### src/rtlp_pkg.sv
// constants, types and the character matcher for the radar text line parser
package rtlp_pkg;

    localparam int unsigned LINE_CAPACITY = 32;
    localparam int unsigned CNT_W         = $clog2(LINE_CAPACITY);
    localparam logic [CNT_W-1:0] CNT_LAST = CNT_W'(LINE_CAPACITY - 1);

    localparam logic [31:0] LIMIT_RESET = 32'd5000;
    localparam logic [16:0] ACC_SAT     = 17'd65536;

    localparam logic [7:0] CH_NUL   = 8'h00;
    localparam logic [7:0] CH_LF    = 8'h0A;
    localparam logic [7:0] CH_CR    = 8'h0D;
    localparam logic [7:0] CH_SPACE = 8'h20;
    localparam logic [7:0] CH_TAB   = 8'h09;
    localparam logic [7:0] CH_PLUS  = 8'h2B;
    localparam logic [7:0] CH_MINUS = 8'h2D;
    localparam logic [7:0] CH_ZERO  = 8'h30;
    localparam logic [7:0] CH_NINE  = 8'h39;
    localparam logic [7:0] CH_UP_O  = 8'h4F;
    localparam logic [7:0] CH_UP_N  = 8'h4E;
    localparam logic [7:0] CH_UP_F  = 8'h46;
    localparam logic [7:0] CH_UP_R  = 8'h52;
    localparam logic [7:0] CH_LO_A  = 8'h61;
    localparam logic [7:0] CH_LO_N  = 8'h6E;
    localparam logic [7:0] CH_LO_G  = 8'h67;
    localparam logic [7:0] CH_LO_E  = 8'h65;

    localparam logic [3:0] PH_START   = 4'd0;
    localparam logic [3:0] PH_O       = 4'd1;
    localparam logic [3:0] PH_ON      = 4'd2;
    localparam logic [3:0] PH_OF      = 4'd3;
    localparam logic [3:0] PH_OFF     = 4'd4;
    localparam logic [3:0] PH_R       = 4'd5;
    localparam logic [3:0] PH_RA      = 4'd6;
    localparam logic [3:0] PH_RAN     = 4'd7;
    localparam logic [3:0] PH_RANG    = 4'd8;
    localparam logic [3:0] PH_RANGE   = 4'd9;
    localparam logic [3:0] PH_WS      = 4'd10;
    localparam logic [3:0] PH_SIGN    = 4'd11;
    localparam logic [3:0] PH_DIGITS  = 4'd12;
    localparam logic [3:0] PH_NUMDONE = 4'd13;
    localparam logic [3:0] PH_DEAD    = 4'd14;
    localparam logic [3:0] PH_ONEND   = 4'd15;

    typedef struct packed {
        logic [3:0]  phase;
        logic [16:0] accum;
        logic        negative;
    } t_match;

    typedef struct packed {
        logic        present;
        logic [15:0] dist_cm;
        logic        updated;
        logic        occupied;
    } t_result;

    // accumulate one decimal digit, saturating just above the 16-bit range
    function automatic logic [16:0] add_digit(logic [16:0] acc, logic [7:0] c);
        logic [19:0] v;
        v = ({3'b000, acc} << 3) + ({3'b000, acc} << 1) + {16'd0, c[3:0]};
        return (v > {3'b000, ACC_SAT}) ? ACC_SAT : v[16:0];
    endfunction

    function automatic t_match match_char(t_match m, logic [7:0] c);
        t_match r;
        logic   is_ws;
        logic   is_dig;
        r      = m;
        is_ws  = (c == CH_SPACE) || ((c >= CH_TAB) && (c <= CH_CR));
        is_dig = (c >= CH_ZERO) && (c <= CH_NINE);
        if (c == CH_NUL) begin
            // zero byte closes the text for matching
            case (m.phase)
                PH_ON:                           r.phase = PH_ONEND;
                PH_WS, PH_SIGN, PH_DIGITS:       r.phase = PH_NUMDONE;
                PH_OFF, PH_NUMDONE, PH_ONEND:    r.phase = m.phase;
                default:                         r.phase = PH_DEAD;
            endcase
        end else begin
            case (m.phase)
                PH_START: r.phase = (c == CH_UP_O) ? PH_O :
                                    ((c == CH_UP_R) ? PH_R : PH_DEAD);
                PH_O:     r.phase = (c == CH_UP_N) ? PH_ON :
                                    ((c == CH_UP_F) ? PH_OF : PH_DEAD);
                PH_ON:    r.phase = PH_DEAD;
                PH_OF:    r.phase = (c == CH_UP_F)  ? PH_OFF   : PH_DEAD;
                PH_R:     r.phase = (c == CH_LO_A)  ? PH_RA    : PH_DEAD;
                PH_RA:    r.phase = (c == CH_LO_N)  ? PH_RAN   : PH_DEAD;
                PH_RAN:   r.phase = (c == CH_LO_G)  ? PH_RANG  : PH_DEAD;
                PH_RANG:  r.phase = (c == CH_LO_E)  ? PH_RANGE : PH_DEAD;
                PH_RANGE: r.phase = (c == CH_SPACE) ? PH_WS    : PH_DEAD;
                PH_WS: begin
                    if (is_ws) begin
                        r.phase = PH_WS;
                    end else if (c == CH_PLUS) begin
                        r.phase = PH_SIGN;
                    end else if (c == CH_MINUS) begin
                        r.negative = 1'b1;
                        r.phase    = PH_SIGN;
                    end else if (is_dig) begin
                        r.accum = add_digit(m.accum, c);
                        r.phase = PH_DIGITS;
                    end else begin
                        r.phase = PH_NUMDONE;
                    end
                end
                PH_SIGN, PH_DIGITS: begin
                    if (is_dig) begin
                        r.accum = add_digit(m.accum, c);
                        r.phase = PH_DIGITS;
                    end else begin
                        r.phase = PH_NUMDONE;
                    end
                end
                default: r.phase = m.phase;
            endcase
        end
        return r;
    endfunction

endpackage

### src/radar_text_line_presence_parser.sv
// radar text line parser: presence, range and staleness from a byte stream
/*
 * One item (a received byte plus the current millisecond time) is taken every
 * clock cycle. The line matcher, the decimal accumulator and the staleness
 * compare all settle in the cycle the item is accepted, and its result sits in
 * the output register from the next cycle on. A second result stage behind the
 * output register keeps input ready high while one result waits; input ready
 * drops only when both stages are full. The staleness limit may be rewritten
 * at any time the block is idle; its port is always ready.
 */
module radar_text_line_presence_parser (
    input  logic        i_clk,
    input  logic        i_rst_n,
    input  logic        i_valid,
    output logic        o_ready,
    input  logic [7:0]  i_rx_byte,
    input  logic [31:0] i_now_ms,
    output logic        o_valid,
    input  logic        i_ready,
    output logic        o_present,
    output logic [15:0] o_dist_cm,
    output logic        o_updated,
    output logic        o_occupied,
    input  logic        i_cfg_valid,
    output logic        o_cfg_ready,
    input  logic [31:0] i_cfg_data
);
    import rtlp_pkg::*;

    logic [31:0]      r_limit;
    logic [CNT_W-1:0] r_char_count, n_char_count;
    t_match           r_match, n_match;
    logic             r_pending_cr, n_pending_cr;
    logic             r_present, n_present;
    logic [15:0]      r_range, n_range;
    logic [31:0]      r_last_time, n_last_time;

    logic    r_out_valid, r_skid_valid;
    t_result r_out, r_skid;
    t_result n_res;

    logic   accept, out_take, upd;
    t_match cr_match;
    logic [31:0] age;

    assign o_ready     = !r_skid_valid;
    assign o_cfg_ready = 1'b1;
    assign accept      = i_valid && o_ready;
    assign out_take    = r_out_valid && i_ready;

    always_comb begin
        n_char_count = r_char_count;
        n_match      = r_match;
        n_pending_cr = r_pending_cr;
        n_present    = r_present;
        n_range      = r_range;
        n_last_time  = r_last_time;
        upd          = 1'b0;
        // a held cr turns out not to end the line, so it is matched first
        cr_match     = r_pending_cr ? match_char(r_match, CH_CR) : r_match;

        if (i_rx_byte == CH_LF) begin
            if (r_char_count != '0) begin
                if (r_match.phase == PH_ON || r_match.phase == PH_ONEND) begin
                    n_present = 1'b1;
                    upd       = 1'b1;
                end else if (r_match.phase == PH_OFF) begin
                    n_present = 1'b0;
                    n_range   = '0;
                    upd       = 1'b1;
                end else if (r_match.phase inside {[PH_WS:PH_NUMDONE]}) begin
                    if (!r_match.accum[16] &&
                        !(r_match.negative && r_match.accum != '0)) begin
                        n_range = r_match.accum[15:0];
                        upd     = 1'b1;
                    end
                end
            end
            if (upd) begin
                n_last_time = i_now_ms;
            end
            n_char_count = '0;
            n_match      = '{phase: PH_START, accum: '0, negative: 1'b0};
            n_pending_cr = 1'b0;
        end else if (r_char_count < CNT_LAST) begin
            if (i_rx_byte == CH_CR) begin
                n_match      = cr_match;
                n_pending_cr = 1'b1;
            end else begin
                n_match      = match_char(cr_match, i_rx_byte);
                n_pending_cr = 1'b0;
            end
            n_char_count = r_char_count + 1'b1;
        end else begin
            // overlong line: drop it together with this byte
            n_char_count = '0;
            n_match      = '{phase: PH_START, accum: '0, negative: 1'b0};
            n_pending_cr = 1'b0;
        end

        age               = i_now_ms - n_last_time;
        n_res.present     = n_present;
        n_res.dist_cm     = n_range;
        n_res.updated     = upd;
        n_res.occupied    = n_present && (age <= r_limit);
    end

    always_ff @(posedge i_clk) begin
        if (!i_rst_n) begin
            r_limit      <= LIMIT_RESET;
            r_char_count <= '0;
            r_match      <= '{phase: PH_START, accum: '0, negative: 1'b0};
            r_pending_cr <= 1'b0;
            r_present    <= 1'b0;
            r_range      <= '0;
            r_last_time  <= '0;
        end else begin
            if (i_cfg_valid) begin
                r_limit <= i_cfg_data;
            end
            if (accept) begin
                r_char_count <= n_char_count;
                r_match      <= n_match;
                r_pending_cr <= n_pending_cr;
                r_present    <= n_present;
                r_range      <= n_range;
                r_last_time  <= n_last_time;
            end
        end
    end

    // two-deep result buffer
    always_ff @(posedge i_clk) begin
        if (!i_rst_n) begin
            r_out_valid  <= 1'b0;
            r_skid_valid <= 1'b0;
        end else if (!r_out_valid || out_take) begin
            r_out_valid  <= r_skid_valid || accept;
            r_skid_valid <= 1'b0;
        end else if (accept) begin
            r_skid_valid <= 1'b1;
        end
    end

    always_ff @(posedge i_clk) begin
        if (!r_out_valid || out_take) begin
            r_out <= r_skid_valid ? r_skid : n_res;
        end
        if (accept && !(!r_out_valid || out_take)) begin
            r_skid <= n_res;
        end
    end

    assign o_valid    = r_out_valid;
    assign o_present  = r_out.present;
    assign o_dist_cm  = r_out.dist_cm;
    assign o_updated  = r_out.updated;
    assign o_occupied = r_out.occupied;

endmodule
### config.mk
export PLATFORM = sky130hd
export DESIGN_NAME = radar_text_line_presence_parser
export DESIGN_NICKNAME = d
export VERILOG_FILES = /design/src/rtlp_pkg.sv /design/src/radar_text_line_presence_parser.sv
export SDC_FILE = /design/constraint.sdc
export NUM_CORES = 1
export LEC_CHECK = 0
export BUFFER_PORTS_ARGS = -buffer_cell sky130_fd_sc_hd__clkbuf_2
export CAP_MARGIN = 25
export CORE_ASPECT_RATIO = 1.1
export CORE_UTILIZATION = 60
export DETAILED_ROUTE_END_ITERATION = 8
export GPL_ROUTABILITY_DRIVEN = 1
export PLACE_DENSITY_LB_ADDON = 0.2
export SLEW_MARGIN = 20
export SYNTH_ARGS = -nofsm -noshare
export SYNTH_HDL_FRONTEND = slang
export SYNTH_SLANG_ARGS = --single-unit
### constraint.sdc
create_clock -name i_clk -period 6.84 [get_ports i_clk]
set_input_delay 0.342 -clock i_clk [delete_from_list [all_inputs] [get_ports i_clk]]
set_output_delay 0.342 -clock i_clk [all_outputs]
set_load 0.01 [all_outputs]
# --- After elaboration in Yosys (flattened, before gate mapping) ---
# Cells that the tools add are included.
op_classes:
  addsub: 4
  order_cmp: 9
  eq_ne: 40
  mux: 56
  bitwise: 1
  reduce_logical: 29
ops:
  columns: ["op", "count"]
  rows:
  - ["16-bit two-way mux", 6]
  - ["22-bit two-way mux", 4]
  - ["8-bit by 7-bit == test with 1-bit output, second input constant", 8]
  - ["32-bit two-way mux", 2]
  - ["18-bit two-way mux", 3]
  - ["4-bit == test, second input constant", 13]
  - ["17-bit two-way mux", 3]
  - ["4-bit case mux with 11 select lines", 1]
  - ["17-bit case mux with 2 select lines", 1]
  - ["4-bit by 3-bit == test with 1-bit output, second input constant", 8]
  - ["32-bit <= comparator", 1]
  - ["4-bit two-way mux", 8]
  - ["32-bit subtractor", 1]
  - ["8-bit by 6-bit == test with 1-bit output, second input constant", 3]
  - ["4-bit case mux with 3 select lines", 2]
  - ["20-bit by 18-bit adder with 20-bit output", 1]
  - ["20-bit by 4-bit adder with 20-bit output", 1]
  - ["20-bit by 17-bit > comparator with 1-bit output, second input constant", 1]
  - ["19-bit two-way mux", 1]
  - ["3-bit two-way mux", 6]
  - ["1-bit two-way mux", 17]
  - ["17-bit nonzero test", 1]
  - ["4-bit by 2-bit == test with 1-bit output, second input constant", 4]
  - ["8-bit by 4-bit == test with 1-bit output, second input constant", 2]
  - ["20 further kinds", 41]
totals:
  regBits: 149
  input_bits: 77
  out_inout_bits: 22
  elab_cells: 158

# --- Depth between registers and ports, before layout ---
logic_depth:
  depth_word: 17
  ltp_mapped: 26
  ltp_nobuf: 24

# --- Least setup slack after synthesis ---
# No wires, ideal clock.
synth_path:
  kind: "input -> register"
  from: "input i_rx_byte[5]"
  to: "register r_out (netlist bit o_occupied), data pin"
  setup_ns: 0.169
  arrival_ns: 5.633
  setup_slack_ns: 1.038
  cell_stages: 26
  path_buffers: 3
  cell_sequence: "buf_2 or3b_4 nor3_4 o41ai_4 a31oi_4 buf_2 mux2i_1 ha_1 buf_2 o21ai_0 a21oi_1 or4_1 a211o_1 o31ai_2 nand2b_1 a21oi_1 xnor2_1 ha_1 a21o_1 a21o_1 a211oi_1 o21bai_1 a21o_1 a221oi_1 a32oi_1 o31ai_1"
synth_between:
  elab_chain_cells: 6
  word_cells_on_any_way: 7
  cone_classes: "add/sub: 1; order compare: 1; eq/ne: 1; mux: 3; reduce/logical: 1"
synth_lines:
  columns: ["element", "line_no", "text"]
  rows:
  - ["start, declared", "radar_text_line_presence_parser.sv:16", "input logic [7:0] i_rx_byte,"]
  - ["8-bit by 4-bit == test with 1-bit output *", "radar_text_line_presence_parser.sv:62", "if (i_rx_byte == CH_LF) begin"]
  - ["32-bit two-way mux", "radar_text_line_presence_parser.sv:62", null]
  - ["32-bit subtractor", "radar_text_line_presence_parser.sv:101", "age = i_now_ms - n_last_time;"]
  - ["32-bit <= comparator", "radar_text_line_presence_parser.sv:105", "n_res.occupied = n_present && (age <= r_limit);"]
  - ["1-bit logical AND *", "radar_text_line_presence_parser.sv:105", null]
  - ["19-bit two-way mux *", "radar_text_line_presence_parser.sv:147", "r_out <= r_skid_valid ? r_skid : n_res;"]
  - ["end signal, assigned", "radar_text_line_presence_parser.sv:147", null]
  - ["end, declared", "radar_text_line_presence_parser.sv:39", "t_result r_out, r_skid;"]
# Every way passes the cells marked *; elsewhere a longest branch is shown, timed or not.
# A chain may end at the register's enable or synchronous reset.

# --- Final worst setup path ---
layout_path:
  from: "register r_match[9] (netlist name)"
  to: "register r_out (netlist bit o_occupied), data pin"
layout_between:
  elab_chain_cells: 16
layout_lines:
  columns: ["element", "line_no", "text"]
  rows:
  - ["start, declared", "radar_text_line_presence_parser.sv:32", "t_match r_match, n_match;"]
  - ["start signal, assigned", "radar_text_line_presence_parser.sv:112", "r_match <= '{phase: PH_START, accum: '0, negative: 1'b0};"]
  - ["start signal, assigned", "radar_text_line_presence_parser.sv:123", "r_match <= n_match;"]
  - ["17-bit nonzero test", "radar_text_line_presence_parser.sv:73", "!(r_match.negative && r_match.accum != '0)) begin"]
  - ["1-bit logical AND", "radar_text_line_presence_parser.sv:73", null]
  - ["1-bit zero test", "radar_text_line_presence_parser.sv:73", null]
  - ["1-bit logical AND", "radar_text_line_presence_parser.sv:72", "if (!r_match.accum[16] &&"]
  - ["1-bit two-way mux", "radar_text_line_presence_parser.sv:72", null]
  - ["1-bit two-way mux", "radar_text_line_presence_parser.sv:71", "end else if (r_match.phase inside {[PH_WS:PH_NUMDONE]}) begin"]
  - ["1-bit two-way mux", "radar_text_line_presence_parser.sv:67", "end else if (r_match.phase == PH_OFF) begin"]
  - ["1-bit two-way mux", "radar_text_line_presence_parser.sv:64", "if (r_match.phase == PH_ON || r_match.phase == PH_ONEND) begin"]
  - ["1-bit two-way mux", "radar_text_line_presence_parser.sv:63", "if (r_char_count != '0) begin"]
  - ["1-bit two-way mux", "radar_text_line_presence_parser.sv:62", null]
  - ["32-bit two-way mux", "radar_text_line_presence_parser.sv:79", "if (upd) begin"]
  - ["32-bit two-way mux", "radar_text_line_presence_parser.sv:62", null]
  - ["32-bit subtractor", "radar_text_line_presence_parser.sv:101", null]
  - ["32-bit <= comparator", "radar_text_line_presence_parser.sv:105", null]
  - ["1-bit logical AND", "radar_text_line_presence_parser.sv:105", null]
  - ["19-bit two-way mux", "radar_text_line_presence_parser.sv:147", null]
# Every way passes these cells. The select of a mux whose other input is x is not followed.

==> impl_results.md <==
- Number of warnings printed during yosys synthesis: 0
- Peak supply drop: 0.215 mV
- Die area: 0.0184 mm2
- F_max: 157 MHz
- Switching share of power: 28.7%
- Number of cells produced by synthesis: 1,240
- DIE WIDTH: 129 um
- Cell at the root of the clock tree: sky130_fd_sc_hd__clkbuf_16
- # nets final: 1,491
- Number of violations reported at the end of detailed-routing iteration 0: 704
- CTS max path bufs: 2
- Number of enable flip-flop cells after synthesis: 38
- Slowest stage cell, crit path: sky130_fd_sc_hd__a31oi_4
- Switching pwr: 643 uW
- Netlist cell types: 83
- Post-CTS Setup Repair Bufs: 0
- Layout cells sized above 1: 12.8%
- Wire length of the first global-routing pass: 42,300 um
- Type of element launching the critical path: flip-flop
- Measured slew at the worst slew-check pin: 842 ps
- Initial standard-cell utilization of the core: 62.2%
- Count of cells along the worst hold path: 3
- Number of remaining DRC errors: 0
- Clock-pin slew reported for the worst setup and hold paths after clock tree synthesis: 70 ps
- Standard cell core area: 0.0172 mm2
- Synth-to-layout area growth: 11.7%
- Min-Delay Endpoint: r_limit[8]$_SDFFE_PN1P_
- Net count after synthesis: 1,418
- Final setup violation count: 0
- RSZ-0062 raised after global routing: false
- CP required: 7100 ps
- Antenna Diode Count: 0
- Cells taking the most area after synthesis: sky130_fd_sc_hd__dfxtp_1, sky130_fd_sc_hd__ha_1, sky130_fd_sc_hd__edfxtp_1, sky130_fd_sc_hd__mux2i_1, sky130_fd_sc_hd__nand2_1
- Pleak: 0.00488 uW
- Critical Path End Type: flip-flop
- Mean instance size in the synthesized netlist: 8.63 um2
- FP Rows: 50
- Worst endpoint data arrival time: 6630 ps
- Critical-path maximum fanout: 11
- Number of max-capacitance violations reported: 0
- Pwr Density: 188 mW/mm2
- Proportion of power drawn by the clock network: 40.7%
- Die height: 142 um
- Share of total power in combinational logic: 17.2%
- Resized cells post-CTS: 0
- Status: finished, final reports clean
- Via/cell ratio: 6.03
- Port Buffers: 97
- P_int: 1600 uW
- Utilization of the core after routing: 69.5%
- TritonCTS Buffers: 17
- Aggregate routed wire length: 25,500 um
- Clock tree from TritonCTS: done
- Post-route ant nets: 0
- Clock skew: 10.8 ps
- Hold path startpoint: i_cfg_data[8]
- HPWL after DPL: 18,800 um
- Worst skew pair latency: 440 ps
- Flop pwr share: 42.1%
- Detailed-routing iteration count for the pre-antenna-repair pass: 5
- Placer Congestion: 0.939
- Vias in the first global route: 8,744
- Register-to-Register Path Depth: 25
- Count of endpoints failing hold in the final timing report: 0
- H-tree depth: 4
- FF+latch count, synth: 149
- Global-route congestion overflow total: 0
- Initial antenna violation count: 0
- Min cycle time layout: 6380 ps
- Main flop type after synthesis: sky130_fd_sc_hd__dfxtp_1
- Max Slew Vio Count: 0
- Worst max-slew margin expressed relative to the limit: 43.9%
- Reg2reg end: o_occupied$_DFFE_PP_
- Leading area contributor after synthesis: sky130_fd_sc_hd__dfxtp_1
- Total track usage: 28.8%
- Largest stage delay, worst path: 460 ps
- Pin count of the biggest net entering global routing: 99
- Sum Neg Setup Slack: 0 ps
- R2R Setup Slk: 460 ps
- Boundary pin count: 99
- Critical register-to-register path startpoint: r_match[9]$_SDFFE_PN0P_
- Area fraction of the dominant cell type after synthesis: 20.8%
- Mapped cell area: 0.0107 mm2
- Classification of the worst setup path: reg2reg
- Fraction of the yosys area taken by sequential cells: 31.4%
- Final Cycle Share: 93.2%
- Detailed-route via count: 9,413
- Async set-or-reset flop fraction in the synthesized netlist: 0%
- Wire length per cell after detailed routing: 16.4 um
- # hold bufs at CTS: 0
- Worst min-delay path class: in2reg
- Sink count of the clock tree: 149
-- metrics by stage --
stage	hold WS, ps	cells	area, um2	power, uW	setup WS, ps
floorplan	434	1240	10700	1230	1040
global placement	440	1525	11300	1340	592
detailed placement	448	1527	11400	1340	433
CTS	119	1559	11900	2250	515
global route	128	1560	12000	2340	199
finish	127	1560	12000	2240	463
-- area by class of cell --
| type | instances | area, um2 |
|---|---|---|
| flip-flops and latches | 149 | 3360 |
| repair buffers | 115 | 648 |
| inverters | 61 | 229 |
| clock buffers | 20 | 468 |
| fillers | 1405 | 5250 |
| clock inverters | 12 | 109 |
| multi-input cells | 969 | 6840 |
| well taps | 234 | 293 |
-- flip-flops by register name (all words and copies together) (netlist names) --
| register | cells |
|---|---|
| o_dist_cm | 16 |
| o_occupied | 1 |
| o_present | 1 |
| o_updated | 1 |
| o_valid | 1 |
| r_char_count | 5 |
| r_last_time | 32 |
| r_limit | 32 |
| r_match | 22 |
| r_pending_cr | 1 |
| r_present | 1 |
| r_range | 16 |
| r_skid | 19 |
| r_skid_valid | 1 |
-- kinds of logic (layout without fill, tap and decap cells) --
| group | after synthesis | after routing | synth area share [%] |
|---|---|---|---|
| flops | 149 | 149 | 31.4 |
| compound gates | 332 | 332 | 21.9 |
| fa+ha+maj | 101 | 101 | 12.0 |
| xor+xnor | 34 | 34 | 2.78 |
| buf+inv | 122 | 208 | 4.63 |
| simple gates | 424 | 424 | 19.9 |
| mux | 77 | 77 | 7.28 |
| other cells | 1 | 1 | 0.0351 |
-- metal layers --
layer	GRT usage, %	wire (um)	vias up
met5	0	0	-
met4	11.6	664	0
met3	4.36	1080	54
met2	49.7	12500	267
met1	35.8	11300	4417
li1	-	-	4675
-- worst max-delay path by stage --
| stage | slack, ps | startpoint | cells past startpoint | to |
|---|---|---|---|---|
| 2_1_floorplan | 1040 | i_rx_byte[5] | 26 | o_occupied$_DFFE_PP_ |
| 3_3_place_gp | 590 | i_rx_byte[1] | 25 | o_occupied$_DFFE_PP_ |
| 3_5_place_dp | 430 | i_rx_byte[1] | 25 | o_occupied$_DFFE_PP_ |
| 4_1_cts | 510 | r_match[9]$_SDFFE_PN0P_ | 25 | o_occupied$_DFFE_PP_ |
| 5_1_grt | 200 | r_match[1]$_SDFFE_PN0P_ | 25 | o_occupied$_DFFE_PP_ |
| 6_report | 460 | r_match[9]$_SDFFE_PN0P_ | 25 | o_occupied$_DFFE_PP_ |
-- layout by cell type, fill, tap and decap left out, types with 30 or more instances in the layout --
cell type,instances
sky130_fd_sc_hd__nand2_1,147
sky130_fd_sc_hd__a21oi_1,62
sky130_fd_sc_hd__nor2b_1,59
sky130_fd_sc_hd__inv_1,61
sky130_fd_sc_hd__a21boi_1,30
sky130_fd_sc_hd__edfxtp_1,38
sky130_fd_sc_hd__nor2_1,79
sky130_fd_sc_hd__mux2i_1,74
sky130_fd_sc_hd__dfxtp_1,111
sky130_fd_sc_hd__ha_1,98
sky130_fd_sc_hd__o21ai_0,49
sky130_fd_sc_hd__clkbuf_2,97
-- worst max-delay path, delay by kind of cell, from the launching register on --
kind,cells,cell delay [ps]
xor gates and xnor gates,1,140
muxes,1,210
buffers and inverters,1,310
DFF,1,400
and+or+nand+nor,5,870
adders and majority gates,2,570
AOI/OAI and AO/OA,15,3670
-- cells in the mapped netlist (7+ instances only) --
cell,count
sky130_fd_sc_hd__a21boi_0,8
sky130_fd_sc_hd__a21boi_1,31
sky130_fd_sc_hd__nor3b_1,7
sky130_fd_sc_hd__and3_1,10
sky130_fd_sc_hd__a32o_1,7
sky130_fd_sc_hd__a211oi_1,7
sky130_fd_sc_hd__nand2_1,147
sky130_fd_sc_hd__dfxtp_1,111
sky130_fd_sc_hd__nand3_1,22
sky130_fd_sc_hd__a22oi_1,19
sky130_fd_sc_hd__inv_1,61
sky130_fd_sc_hd__nor2_1,79
sky130_fd_sc_hd__o21ai_0,49
sky130_fd_sc_hd__o211ai_1,10
sky130_fd_sc_hd__a21oi_1,62
sky130_fd_sc_hd__nor2b_1,59
sky130_fd_sc_hd__edfxtp_1,38
sky130_fd_sc_hd__nor3_1,16
sky130_fd_sc_hd__nand4_1,21
sky130_fd_sc_hd__a211o_1,7
sky130_fd_sc_hd__and2_1,9
sky130_fd_sc_hd__or3_1,7
sky130_fd_sc_hd__xor2_1,11
sky130_fd_sc_hd__ha_1,98
sky130_fd_sc_hd__nor4_1,7
sky130_fd_sc_hd__o31ai_1,22
sky130_fd_sc_hd__nand2b_1,16
sky130_fd_sc_hd__o21a_1,10
sky130_fd_sc_hd__xnor2_1,23
sky130_fd_sc_hd__a21o_1,21
sky130_fd_sc_hd__clkbuf_1,41
sky130_fd_sc_hd__o21ai_1,9
sky130_fd_sc_hd__buf_2,12
sky130_fd_sc_hd__mux2i_1,74
-- power by group through the flow --
| stage | Combinational (uW) | Sequential, uW | Clock, uW |
|---|---|---|---|
| 2_1_floorplan | 267 | 963 | 0 |
| 3_5_place_dp | 379 | 965 | 0 |
| 3_3_place_gp | 373 | 965 | 0 |
| 4_1_cts | 383 | 945 | 922 |
| 6_report | 386 | 945 | 912 |
| 5_1_grt | 432 | 948 | 963 |
Note: power is estimated with default switching activity, not from simulation.
